==> src/rtl/tsrs_pkg.sv <==
// ----------------------------------------------------------------------------
// tsrs_pkg: shared types and constants of the servo ramp scheduler
// Item, result and channel record layouts, command and register codes.
// ----------------------------------------------------------------------------
package tsrs_pkg;

   localparam logic [1:0] CMD_MOVE  = 2'd0;
   localparam logic [1:0] CMD_TICK  = 2'd1;
   localparam logic [1:0] CMD_SETUP = 2'd2;

   localparam logic CSR_MAX_TRAVEL   = 1'b0;
   localparam logic CSR_DISABLE_DLY  = 1'b1;

   localparam logic [6:0]  POS_MAX      = 7'd127;
   localparam logic [15:0] DELAY_RESET  = 16'd500;
   localparam logic [6:0]  TRAVEL_RESET = 7'd1;

   // serial divider: dividend width and step count
   localparam int DIV_W = 23;

   typedef struct packed {
      logic [1:0]  cmd;
      logic [4:0]  channel_index;
      logic [7:0]  target_position;
      logic [15:0] move_time_ms;
      logic [11:0] pulse_min;
      logic [11:0] pulse_max;
      logic        inverted;
   } req_type;

   typedef struct packed {
      logic [4:0]  out_channel;
      logic [11:0] pulse_width;
      logic        channel_disabled;
      logic        last;
   } rsp_type;

   typedef struct packed {
      logic [6:0]  cur_pos;
      logic [6:0]  start_pos;
      logic [6:0]  end_pos;
      logic [15:0] dur;
      logic [31:0] cmd_time;
      logic        off;
      logic        mirror;
      logic [11:0] pulse_lo;
      logic [11:0] pulse_hi;
   } rec_type;

endpackage

==> src/rtl/tsrs_req_if.sv <==
// ----------------------------------------------------------------------------
// tsrs_req_if: request channel
// Valid/ready channel carrying one command item.
// ----------------------------------------------------------------------------
interface tsrs_req_if import tsrs_pkg::*; ();
   logic    valid;
   logic    ready;
   req_type payload;
   modport source (output valid, output payload, input ready);
   modport sink (input valid, input payload, output ready);
endinterface

==> src/rtl/tsrs_rsp_if.sv <==
// ----------------------------------------------------------------------------
// tsrs_rsp_if: response channel
// Valid/ready channel carrying one pulse update.
// ----------------------------------------------------------------------------
interface tsrs_rsp_if import tsrs_pkg::*; ();
   logic    valid;
   logic    ready;
   rsp_type payload;
   modport source (output valid, output payload, input ready);
   modport sink (input valid, input payload, output ready);
endinterface

==> src/rtl/timed_servo_ramp_scheduler.sv <==
// Work: a move runs one serial division, a setup writes the record directly, and a
//   tick visits each channel; a moving channel takes two 23-step bit-serial
//   divisions through the shared divider, a settled one takes none.
// Throughput: one item at a time; the next transfer is taken once the block
//   is back in idle. A finished update waits in the output register.
// Reset: synchronous, active high; clears counters and valid bits, loads the CSR defaults.
// ----------------------------------------------------------------------------
// timed_servo_ramp_scheduler: linear ramp servo table
// Keeps per-channel ramps, interpolates position on each tick and emits
// pulse updates or switch-off updates.
// ----------------------------------------------------------------------------
module timed_servo_ramp_scheduler import tsrs_pkg::*; #(
   parameter int BOARDS         = 2,
   parameter int BOARD_CHANNELS = 16
) (
   input  logic        clock,
   input  logic        reset,
   tsrs_req_if.sink    req_bus,
   tsrs_rsp_if.source  rsp_bus,
   input  logic        csr_we,
   input  logic        csr_index,
   input  logic [15:0] csr_wdata
);

   // channel count, capped at the table depth
   localparam int NCH = (BOARDS * BOARD_CHANNELS < 32) ? BOARDS * BOARD_CHANNELS : 32;
   localparam logic [4:0] LAST_CH = 5'(NCH - 1);
   localparam logic [5:0] NCH_W6  = 6'(NCH);

   typedef enum logic [13:0] {
      ST_IDLE  = 14'b00000000000001,
      ST_RD    = 14'b00000000000010,
      ST_EVAL  = 14'b00000000000100,
      ST_DIVM  = 14'b00000000001000,
      ST_CHK   = 14'b00000000010000,
      ST_CLAMP = 14'b00000000100000,
      ST_MUL1  = 14'b00000001000000,
      ST_DIV1  = 14'b00000010000000,
      ST_MUL2  = 14'b00000100000000,
      ST_DIV2  = 14'b00001000000000,
      ST_WB    = 14'b00010000000000,
      ST_EMIT  = 14'b00100000000000,
      ST_NEXT  = 14'b01000000000000,
      ST_FLUSH = 14'b10000000000000
   } state_type;

   state_type   state_ff, state_in;
   logic [31:0] now_ff, now_in;
   logic [4:0]  chan_ff, chan_in;
   req_type     item_ff, item_in;
   rec_type     wk_ff, wk_in;
   logic [31:0] elapsed_ff, elapsed_in;
   logic [15:0] e_ff, e_in;
   logic [DIV_W-1:0] num_ff, num_in;
   logic [15:0] den_ff, den_in;
   logic [15:0] rem_ff, rem_in;
   logic [4:0]  cnt_ff, cnt_in;
   rsp_type     res_ff, res_in;
   rsp_type     pend_ff, pend_in;
   logic        pend_valid_ff, pend_valid_in;
   rsp_type     out_ff, out_in;
   logic        out_valid_ff, out_valid_in;
   logic [6:0]  rate_ff;
   logic [15:0] delay_ff;

   // channel table: one record per channel, registered read
   rec_type     rec_mem [32];
   logic [31:0] valid_ff;
   rec_type     rd_data_ff;
   logic        rd_vld_ff;
   logic [4:0]  addr;
   rec_type     cur_rec;

   // divider step signals
   logic [16:0] rem_sh, rem_nx;
   logic        div_ge;

   // scratch
   logic [6:0]  pos7, dist7, absd7, rate_eff;
   logic [15:0] d16, q16;
   logic [7:0]  pos8;
   logic [11:0] absp12, pw12;
   logic [16:0] off_lim;
   logic        out_free;

   assign addr    = (item_ff.cmd == CMD_TICK) ? chan_ff : item_ff.channel_index;
   assign cur_rec = rd_vld_ff ? rd_data_ff : '0;

   assign rem_sh  = {rem_ff, num_ff[DIV_W-1]};
   assign div_ge  = rem_sh >= {1'b0, den_ff};
   assign rem_nx  = div_ge ? rem_sh - {1'b0, den_ff} : rem_sh;

   assign out_free = !out_valid_ff || rsp_bus.ready;

   assign req_bus.ready   = (state_ff == ST_IDLE);
   assign rsp_bus.valid   = out_valid_ff;
   assign rsp_bus.payload = out_ff;

   always_comb begin
      state_in      = state_ff;
      now_in        = now_ff;
      chan_in       = chan_ff;
      item_in       = item_ff;
      wk_in         = wk_ff;
      elapsed_in    = elapsed_ff;
      e_in          = e_ff;
      num_in        = num_ff;
      den_in        = den_ff;
      rem_in        = rem_ff;
      cnt_in        = cnt_ff;
      res_in        = res_ff;
      pend_in       = pend_ff;
      pend_valid_in = pend_valid_ff;
      out_in        = out_ff;
      out_valid_in  = out_valid_ff && !rsp_bus.ready;
      pos7     = '0;
      dist7    = '0;
      absd7    = '0;
      pos8     = '0;
      absp12   = '0;
      pw12     = '0;
      d16      = '0;
      q16      = num_ff[15:0];
      rate_eff = (rate_ff == 7'd0) ? 7'd1 : rate_ff;
      off_lim  = {1'b0, wk_ff.dur} + {1'b0, delay_ff};

      case (state_ff)
         ST_IDLE: begin
            if (req_bus.valid) begin
               item_in = req_bus.payload;
               chan_in = '0;
               if (req_bus.payload.cmd == CMD_TICK) begin
                  // advance the millisecond counter, then scan
                  now_in   = now_ff + 32'd1;
                  state_in = ST_RD;
               end else if ((req_bus.payload.cmd == CMD_MOVE ||
                             req_bus.payload.cmd == CMD_SETUP) &&
                            {1'b0, req_bus.payload.channel_index} < NCH_W6) begin
                  state_in = ST_RD;
               end
            end
         end
         ST_RD: begin
            state_in = ST_EVAL;
         end
         ST_EVAL: begin
            wk_in = cur_rec;
            if (item_ff.cmd == CMD_MOVE) begin
               // saturate, mirror, then find the minimum move time
               pos7 = (item_ff.target_position > {1'b0, POS_MAX}) ? POS_MAX
                      : item_ff.target_position[6:0];
               if (cur_rec.mirror) pos7 = POS_MAX - pos7;
               dist7 = (cur_rec.cur_pos > pos7) ? cur_rec.cur_pos - pos7
                       : pos7 - cur_rec.cur_pos;
               wk_in.start_pos = cur_rec.cur_pos;
               wk_in.end_pos   = pos7;
               wk_in.cmd_time  = now_ff;
               wk_in.off       = 1'b0;
               num_in   = {16'd0, dist7};
               den_in   = {9'd0, rate_eff};
               rem_in   = '0;
               cnt_in   = 5'(DIV_W);
               state_in = ST_DIVM;
            end else if (item_ff.cmd == CMD_SETUP) begin
               wk_in.pulse_lo = item_ff.pulse_min;
               wk_in.pulse_hi = item_ff.pulse_max;
               wk_in.mirror   = item_ff.inverted;
               state_in       = ST_WB;
            end else begin
               elapsed_in = now_ff - cur_rec.cmd_time;
               state_in   = ST_CHK;
            end
         end
         ST_DIVM: begin
            if (cnt_ff != 5'd0) begin
               num_in = {num_ff[DIV_W-2:0], div_ge};
               rem_in = rem_nx[15:0];
               cnt_in = cnt_ff - 5'd1;
            end else begin
               // stretch to the fastest allowed travel
               wk_in.dur = (q16 > item_ff.move_time_ms) ? q16 : item_ff.move_time_ms;
               state_in  = ST_WB;
            end
         end
         ST_CHK: begin
            if (wk_ff.cur_pos != wk_ff.end_pos) begin
               state_in = ST_CLAMP;
            end else if (elapsed_ff > {15'd0, off_lim} && !wk_ff.off) begin
               // switch the settled channel off once
               wk_in.off = 1'b1;
               res_in    = '{out_channel: chan_ff, pulse_width: 12'd0,
                             channel_disabled: 1'b1, last: 1'b0};
               state_in  = ST_WB;
            end else begin
               state_in = ST_NEXT;
            end
         end
         ST_CLAMP: begin
            // zero duration counts as one; clamp elapsed time to it
            d16      = (wk_ff.dur == 16'd0) ? 16'd1 : wk_ff.dur;
            e_in     = (elapsed_ff > {16'd0, d16}) ? d16 : elapsed_ff[15:0];
            den_in   = d16;
            state_in = ST_MUL1;
         end
         ST_MUL1: begin
            absd7  = (wk_ff.end_pos >= wk_ff.start_pos) ? wk_ff.end_pos - wk_ff.start_pos
                     : wk_ff.start_pos - wk_ff.end_pos;
            num_in   = {16'd0, absd7} * {7'd0, e_ff};
            rem_in   = '0;
            cnt_in   = 5'(DIV_W);
            state_in = ST_DIV1;
         end
         ST_DIV1: begin
            if (cnt_ff != 5'd0) begin
               num_in = {num_ff[DIV_W-2:0], div_ge};
               rem_in = rem_nx[15:0];
               cnt_in = cnt_ff - 5'd1;
            end else begin
               pos8 = (wk_ff.end_pos >= wk_ff.start_pos)
                      ? {1'b0, wk_ff.start_pos} + {1'b0, num_ff[6:0]}
                      : {1'b0, wk_ff.start_pos} - {1'b0, num_ff[6:0]};
               wk_in.cur_pos = (pos8 > {1'b0, POS_MAX}) ? POS_MAX : pos8[6:0];
               state_in      = ST_MUL2;
            end
         end
         ST_MUL2: begin
            absp12 = (wk_ff.pulse_hi >= wk_ff.pulse_lo) ? wk_ff.pulse_hi - wk_ff.pulse_lo
                     : wk_ff.pulse_lo - wk_ff.pulse_hi;
            num_in   = {11'd0, absp12} * {16'd0, wk_ff.cur_pos};
            den_in   = {9'd0, POS_MAX};
            rem_in   = '0;
            cnt_in   = 5'(DIV_W);
            state_in = ST_DIV2;
         end
         ST_DIV2: begin
            if (cnt_ff != 5'd0) begin
               num_in = {num_ff[DIV_W-2:0], div_ge};
               rem_in = rem_nx[15:0];
               cnt_in = cnt_ff - 5'd1;
            end else begin
               pw12 = (wk_ff.pulse_hi >= wk_ff.pulse_lo) ? wk_ff.pulse_lo + num_ff[11:0]
                      : wk_ff.pulse_lo - num_ff[11:0];
               res_in   = '{out_channel: chan_ff, pulse_width: pw12,
                            channel_disabled: 1'b0, last: 1'b0};
               state_in = ST_WB;
            end
         end
         ST_WB: begin
            state_in = (item_ff.cmd == CMD_TICK) ? ST_EMIT : ST_IDLE;
         end
         ST_EMIT: begin
            // hold one update back so the final one of the tick can be marked
            if (!pend_valid_ff) begin
               pend_in       = res_ff;
               pend_valid_in = 1'b1;
               state_in      = ST_NEXT;
            end else if (out_free) begin
               out_in        = pend_ff;
               out_valid_in  = 1'b1;
               pend_in       = res_ff;
               state_in      = ST_NEXT;
            end
         end
         ST_NEXT: begin
            if (chan_ff == LAST_CH) begin
               state_in = ST_FLUSH;
            end else begin
               chan_in  = chan_ff + 5'd1;
               state_in = ST_RD;
            end
         end
         ST_FLUSH: begin
            if (!pend_valid_ff) begin
               state_in = ST_IDLE;
            end else if (out_free) begin
               out_in        = pend_ff;
               out_in.last   = 1'b1;
               out_valid_in  = 1'b1;
               pend_valid_in = 1'b0;
               state_in      = ST_IDLE;
            end
         end
         default: begin
            state_in = ST_IDLE;
         end
      endcase
   end

   always_ff @(posedge clock) begin
      if (reset) begin
         state_ff      <= ST_IDLE;
         now_ff        <= '0;
         chan_ff       <= '0;
         pend_valid_ff <= 1'b0;
         out_valid_ff  <= 1'b0;
         cnt_ff        <= '0;
         rate_ff       <= TRAVEL_RESET;
         delay_ff      <= DELAY_RESET;
      end else begin
         state_ff      <= state_in;
         now_ff        <= now_in;
         chan_ff       <= chan_in;
         pend_valid_ff <= pend_valid_in;
         out_valid_ff  <= out_valid_in;
         cnt_ff        <= cnt_in;
         if (csr_we) begin
            if (csr_index == CSR_MAX_TRAVEL) rate_ff <= csr_wdata[6:0];
            else                             delay_ff <= csr_wdata;
         end
      end
      item_ff    <= item_in;
      wk_ff      <= wk_in;
      elapsed_ff <= elapsed_in;
      e_ff       <= e_in;
      num_ff     <= num_in;
      den_ff     <= den_in;
      rem_ff     <= rem_in;
      res_ff     <= res_in;
      pend_ff    <= pend_in;
      out_ff     <= out_in;
   end

   // channel table; an entry never written reads as zero
   always_ff @(posedge clock) begin
      if (state_ff == ST_WB) rec_mem[addr] <= wk_ff;
      if (state_ff == ST_RD) rd_data_ff <= rec_mem[addr];
   end

   always_ff @(posedge clock) begin
      if (reset) begin
         valid_ff  <= '0;
         rd_vld_ff <= 1'b0;
      end else begin
         if (state_ff == ST_WB) valid_ff[addr] <= 1'b1;
         if (state_ff == ST_RD) rd_vld_ff <= valid_ff[addr];
      end
   end

`ifndef ASSERT_OFF
   a_tick_advances: assert property (@(posedge clock) disable iff (reset)
      (req_bus.valid && req_bus.ready && req_bus.payload.cmd == CMD_TICK)
      |=> now_ff == $past(now_ff) + 32'd1)
      else $error("tick did not advance the millisecond counter");
   a_pend_in_scan: assert property (@(posedge clock) disable iff (reset)
      pend_valid_ff |-> state_ff != ST_IDLE)
      else $error("held update left behind after scan");
   a_chan_range: assert property (@(posedge clock) disable iff (reset)
      chan_ff <= LAST_CH)
      else $error("scan index beyond channel count");
`endif

endmodule
==> src/flat_wrapper.sv <==
// flat-port wrapper written by rule: the top's interface ports become plain ports
module timed_servo_ramp_scheduler_flat import tsrs_pkg::*;
#(
   parameter int BOARDS         = 2,
   parameter int BOARD_CHANNELS = 16
)
  (clock, reset, csr_we, csr_index, csr_wdata, req_bus_valid, req_bus_payload, req_bus_ready, rsp_bus_valid, rsp_bus_payload, rsp_bus_ready);
  tsrs_req_if req_bus_i ();
  tsrs_rsp_if rsp_bus_i ();
  input  logic clock;
  input  logic reset;
  input  logic csr_we;
  input  logic csr_index;
  input  logic [15:0] csr_wdata;
  input wire logic [$bits(req_bus_i.valid)-1:0] req_bus_valid;
  input wire logic [$bits(req_bus_i.payload)-1:0] req_bus_payload;
  output wire logic [$bits(req_bus_i.ready)-1:0] req_bus_ready;
  output wire logic [$bits(rsp_bus_i.valid)-1:0] rsp_bus_valid;
  output wire logic [$bits(rsp_bus_i.payload)-1:0] rsp_bus_payload;
  input wire logic [$bits(rsp_bus_i.ready)-1:0] rsp_bus_ready;
  assign req_bus_i.valid = req_bus_valid;
  assign req_bus_i.payload = req_bus_payload;
  assign req_bus_ready = req_bus_i.ready;
  assign rsp_bus_valid = rsp_bus_i.valid;
  assign rsp_bus_payload = rsp_bus_i.payload;
  assign rsp_bus_i.ready = rsp_bus_ready;
  timed_servo_ramp_scheduler #(.BOARDS(BOARDS), .BOARD_CHANNELS(BOARD_CHANNELS)) u_core (.clock(clock), .reset(reset), .req_bus(req_bus_i), .rsp_bus(rsp_bus_i), .csr_we(csr_we), .csr_index(csr_index), .csr_wdata(csr_wdata));
endmodule
==> config.mk <==
export PLATFORM = sky130hd
export DESIGN_NAME = timed_servo_ramp_scheduler_flat
export DESIGN_NICKNAME = d
export VERILOG_FILES = /design/src/rtl/tsrs_pkg.sv /design/src/rtl/tsrs_req_if.sv /design/src/rtl/tsrs_rsp_if.sv /design/src/rtl/timed_servo_ramp_scheduler.sv /design/src/flat_wrapper.sv
export SDC_FILE = /design/constraint.sdc
export NUM_CORES = 2
export LEC_CHECK = 0
export ABC_CLOCK_PERIOD_IN_PS = 25300
export BUFFER_PORTS_ARGS = -buffer_cell sky130_fd_sc_hd__buf_2
export CAP_MARGIN = 20
export CORE_UTILIZATION = 45
export DETAILED_ROUTE_END_ITERATION = 10
export PLACE_DENSITY = 0.65
export SYNTH_ARGS = -nofsm -noshare
export SYNTH_HDL_FRONTEND = slang
export SYNTH_SLANG_ARGS = --single-unit
==> constraint.sdc <==
create_clock -name clock -period 25.3 [get_ports clock]
set_input_delay 1.265 -clock clock [delete_from_list [all_inputs] [get_ports clock]]
set_output_delay 1.265 -clock clock [all_outputs]
set_load 0.02 [all_outputs]
==> results.md <==
- Multi-input logic area: roughly 34000 µm²
- Lkg Pwr: 53.46 nW
- Min cycle time layout: about 9100 ps
- First-pass DRT Iterations: 8
- Setup TNS: 0 ps
- Routed length per instance: between 30 and 40 µm
- Commonest non-fill, non-tap cell in the layout: edfxtp_1
- Cell area after layout: 160400 µm²
- Std cell rows: around 210
- Endpoints failing setup: 0
- DRT Wirelength: 437.2 mm
- DP Worst Slack: roughly 16000 ps
- Worst hold path type: reg -> reg
- #FFs+latches synth: 3558
- Post-CTS Hold Buffers: 0
- Fin crit share: 0.3577
- Most frequent cells in the layout: 3444 x edfxtp_1, 770 x a221oi_1, 769 x a22o_1
- Max-Cap Viols: 0
- Yosys warns: 0
- Share of synthesized flip-flops with an asynchronous set or reset: 0
- Critical path launch point type: register
- Hold Fails Final Rpt: 0
- Final ANT Viol Nets: 0
- PwrDens: 89.02 nW/µm²
- Fmax: 110.5 MHz
- Mapped Area: ~140000 µm²
- Top_reg_cell synth: edfxtp_1
- Share of layout cells above drive strength 1: 0.1038
- Post-Layout Cell Count: 13336
- Outcome: complete, no violations
- Final net count: 9355
- Avg Cell Area, Syn: around 16 µm²
- Clk_lat worst skew: between 900 and 1000 ps
- TritonCTS clock tree: built
- Cells after synthesis: between 8000 and 9000
- Clk sinks: about 3600
- DRC: 0
- Area share of the largest cell type after synthesis: 0.7258
- Gr usage total: 0.2676
- Total of cells resized after clock tree synthesis: 0
- Slew @ Worst Pin: between 1000 and 1500 ps
- Max Fanout on Critical Path: 35
- Final HPWL DP: roughly 220 mm
- Root buffer cell: clkbuf_16
- Inst Count DP: approximately 13000
- Die X: 564.7 µm
- Core area: approximately 310000 µm²
- Area after DPL: between 100000 and 150000 µm²
- Final WS setup: between 15000 and 20000 ps
- Total Power: ~0.014 W
- GRT overflow: 0
- Clock Path Buffers: 4
- Nature of the critical path endpoint: register
- Post-CTS Setup Repair Bufs: 0
- Max IR drop VDD: about 0.000078 V
- # port buffers: 98
- Sequential Area: ~110000 µm²
- Clock slew seen by the registers of the worst setup and hold paths: ~60 ps
- Die area: about 320000 µm²
- Post-synth top area cell: edfxtp_1
- Crit path kind: reg -> reg
- Rel. slew slack: 0.1931
- RSZ-0062 raised after global routing: false
- # IOs: between 90 and 100
- Worst Path Arrival: roughly 9700 ps
- Final slew viol count: 0
- Unique cell type count in the Yosys netlist: slightly above 90
- Avg Vias per Cell: 6.505
- Largest net degree at the start of global routing: between 150 and 200
- H-tree depth: 5
- Sequential area share after synthesis: 0.7418
- Die H: about 560 µm
- GP Congestion: roughly 0.9
- Skew final: around 100 ps
- Starting Density: 0.4524
- Cts bufs inserted: around 360
- Largest cells by area after synthesis: edfxtp_1 73%, a221oi_1 4.7%, a22o_1 4.7%
- Via count: slightly below 90000
- FILL cells: 25402
- Drt initial violations: 12975
- Initial antenna violation count: 24
- Vias in the first global route: roughly 84000
- P&R area growth vs syn: 12.59%
- First-pass GRT wire length: a little over 600 mm
- Syn_nets: slightly above 9000
- Post-synth EDFFs: 3444
- Data required, critical path: roughly 26000 ps
==> worst paths after layout <==
path	start	to	slack (ps)	cells after the start
setup reg to reg	u_core.wk_ff[74]$_DFFE_PP_	u_core.num_ff[21]$_DFFE_PP_	16250	27
hold reg to reg	u_core.pend_ff[13]$_DFFE_PP_	u_core.rsp_bus.payload[13]$_DFFE_PP_	420	0
hold / removal	u_core.pend_ff[13]$_DFFE_PP_	u_core.rsp_bus.payload[13]$_DFFE_PP_	420	0
setup / recovery	u_core.wk_ff[74]$_DFFE_PP_	u_core.num_ff[21]$_DFFE_PP_	16250	27
==> through the flow <==
stage          hold WS [ps]  utilization
2_1_floorplan         400.3            -
3_3_place_gp          402.6       0.4713
3_5_place_dp          404.5       0.4713
4_1_cts               416.6       0.5084
5_1_grt               423.4       0.5094
6_report              416.0       0.5094
==> registers in the layout, summed over array words and instances, names as in the netlist, 5 cells and up <==
| register | count |
|---|---|
| u_core.chan_ff | 5 |
| u_core.cnt_ff | 5 |
| u_core.delay_ff | 16 |
| u_core.den_ff | 16 |
| u_core.e_ff | 16 |
| u_core.elapsed_ff | 32 |
| u_core.item_ff | 56 |
| u_core.now_ff | 32 |
| u_core.num_ff | 23 |
| u_core.pend_ff | 18 |
| u_core.rate_ff | 7 |
| u_core.rd_data_ff | 95 |
| u_core.rec_mem | 3040 |
| u_core.rem_ff | 16 |
| u_core.res_ff | 18 |
| u_core.rsp_bus.payload | 19 |
| u_core.state_ff | 14 |
| u_core.valid_ff | 32 |
| u_core.wk_ff | 95 |
==> final cells by class <==
| cell class | instances | area share |
|---|---|---|
| diodes | 3 | 0.00004679 |
| clock inverters | 225 | 0.01372 |
| inverters | 314 | 0.007362 |
| well taps | 4160 | 0.03244 |
| multi-input cells | 4328 | 0.2119 |
| clock buffers | 429 | 0.05914 |
| flip-flops and latches | 3558 | 0.6588 |
| repair buffers | 319 | 0.01653 |
==> worst max-delay path: stages, from the launching register on <==
cell	delay, ps
edfxtp_1	1040
inv_1	110
ha_1	550
nand2b_1	260
a21o_1	170
a21oi_1	200
o21a_1	200
a21o_1	600
mux2_2	410
a31oi_1	200
or3_1	560
and3_1	270
fa_1	450
fa_1	480
fa_1	500
inv_1	50
fa_1	480
inv_1	40
ha_1	330
a21o_1	180
a21oi_1	180
o21ai_0	100
a21o_1	200
o41ai_1	580
o21ai_0	200
a21oi_1	200
xor2_1	150
o21ai_0	80
==> layer usage <==
layer / part of all wire / track usage
met1: 0.40 / 0.3764
met2: 0.46 / 0.4188
met3: 0.11 / 0.05414
met4: 0.033 / 0.08525
met5: 0.000091 / 0
==> power by group <==
group | total, W | leakage, nW | internal [W] | switching [W]
combinational | 0.00242 | 15.7 | 0.000860 | 0.00156
sequential | 0.00656 | 32.0 | 0.00651 | 0.0000525
clock | 0.00530 | 5.72 | 0.00301 | 0.00230
==> cells by family after synthesis <==
kind of cell	after synthesis	share of synthesized area
AOI/OAI and AO/OA	2502	0.1366
xor gates and xnor gates	169	0.01039
adders and majority gates	392	0.04122
buffers and inverters	835	0.02250
DFF	3558	0.7418
muxes	68	0.004970
and+or+nand+nor	1197	0.04253
==> synth_stat cells (all sizes together), types with 6 or more instances <==
master   number
nor2b        40
a21o         55
a22o        769
fa          129
o31ai         8
xnor2       103
edfxtp     3444
nor3         47
ha          263
a211o         6
a211oi       11
and4          6
buf          78
a21oi       178
o22ai       386
a2bb2oi       7
inv         314
nand3        80
nor4         19
or2           9
a221oi      770
nand3b       18
and3         25
and2        102
o211ai       11
mux2         22
clkbuf      443
a21boi       11
mux2i        46
nand4        31
xor2         66
nor2        275
nor3b         9
o221ai       10
o21a         24
dfxtp       114
nand2       352
a31oi        10
o21ai       175
nand2b       52
or3          20
o21bai       18
or4          96
Note: power is estimated with default switching activity, not from simulation.
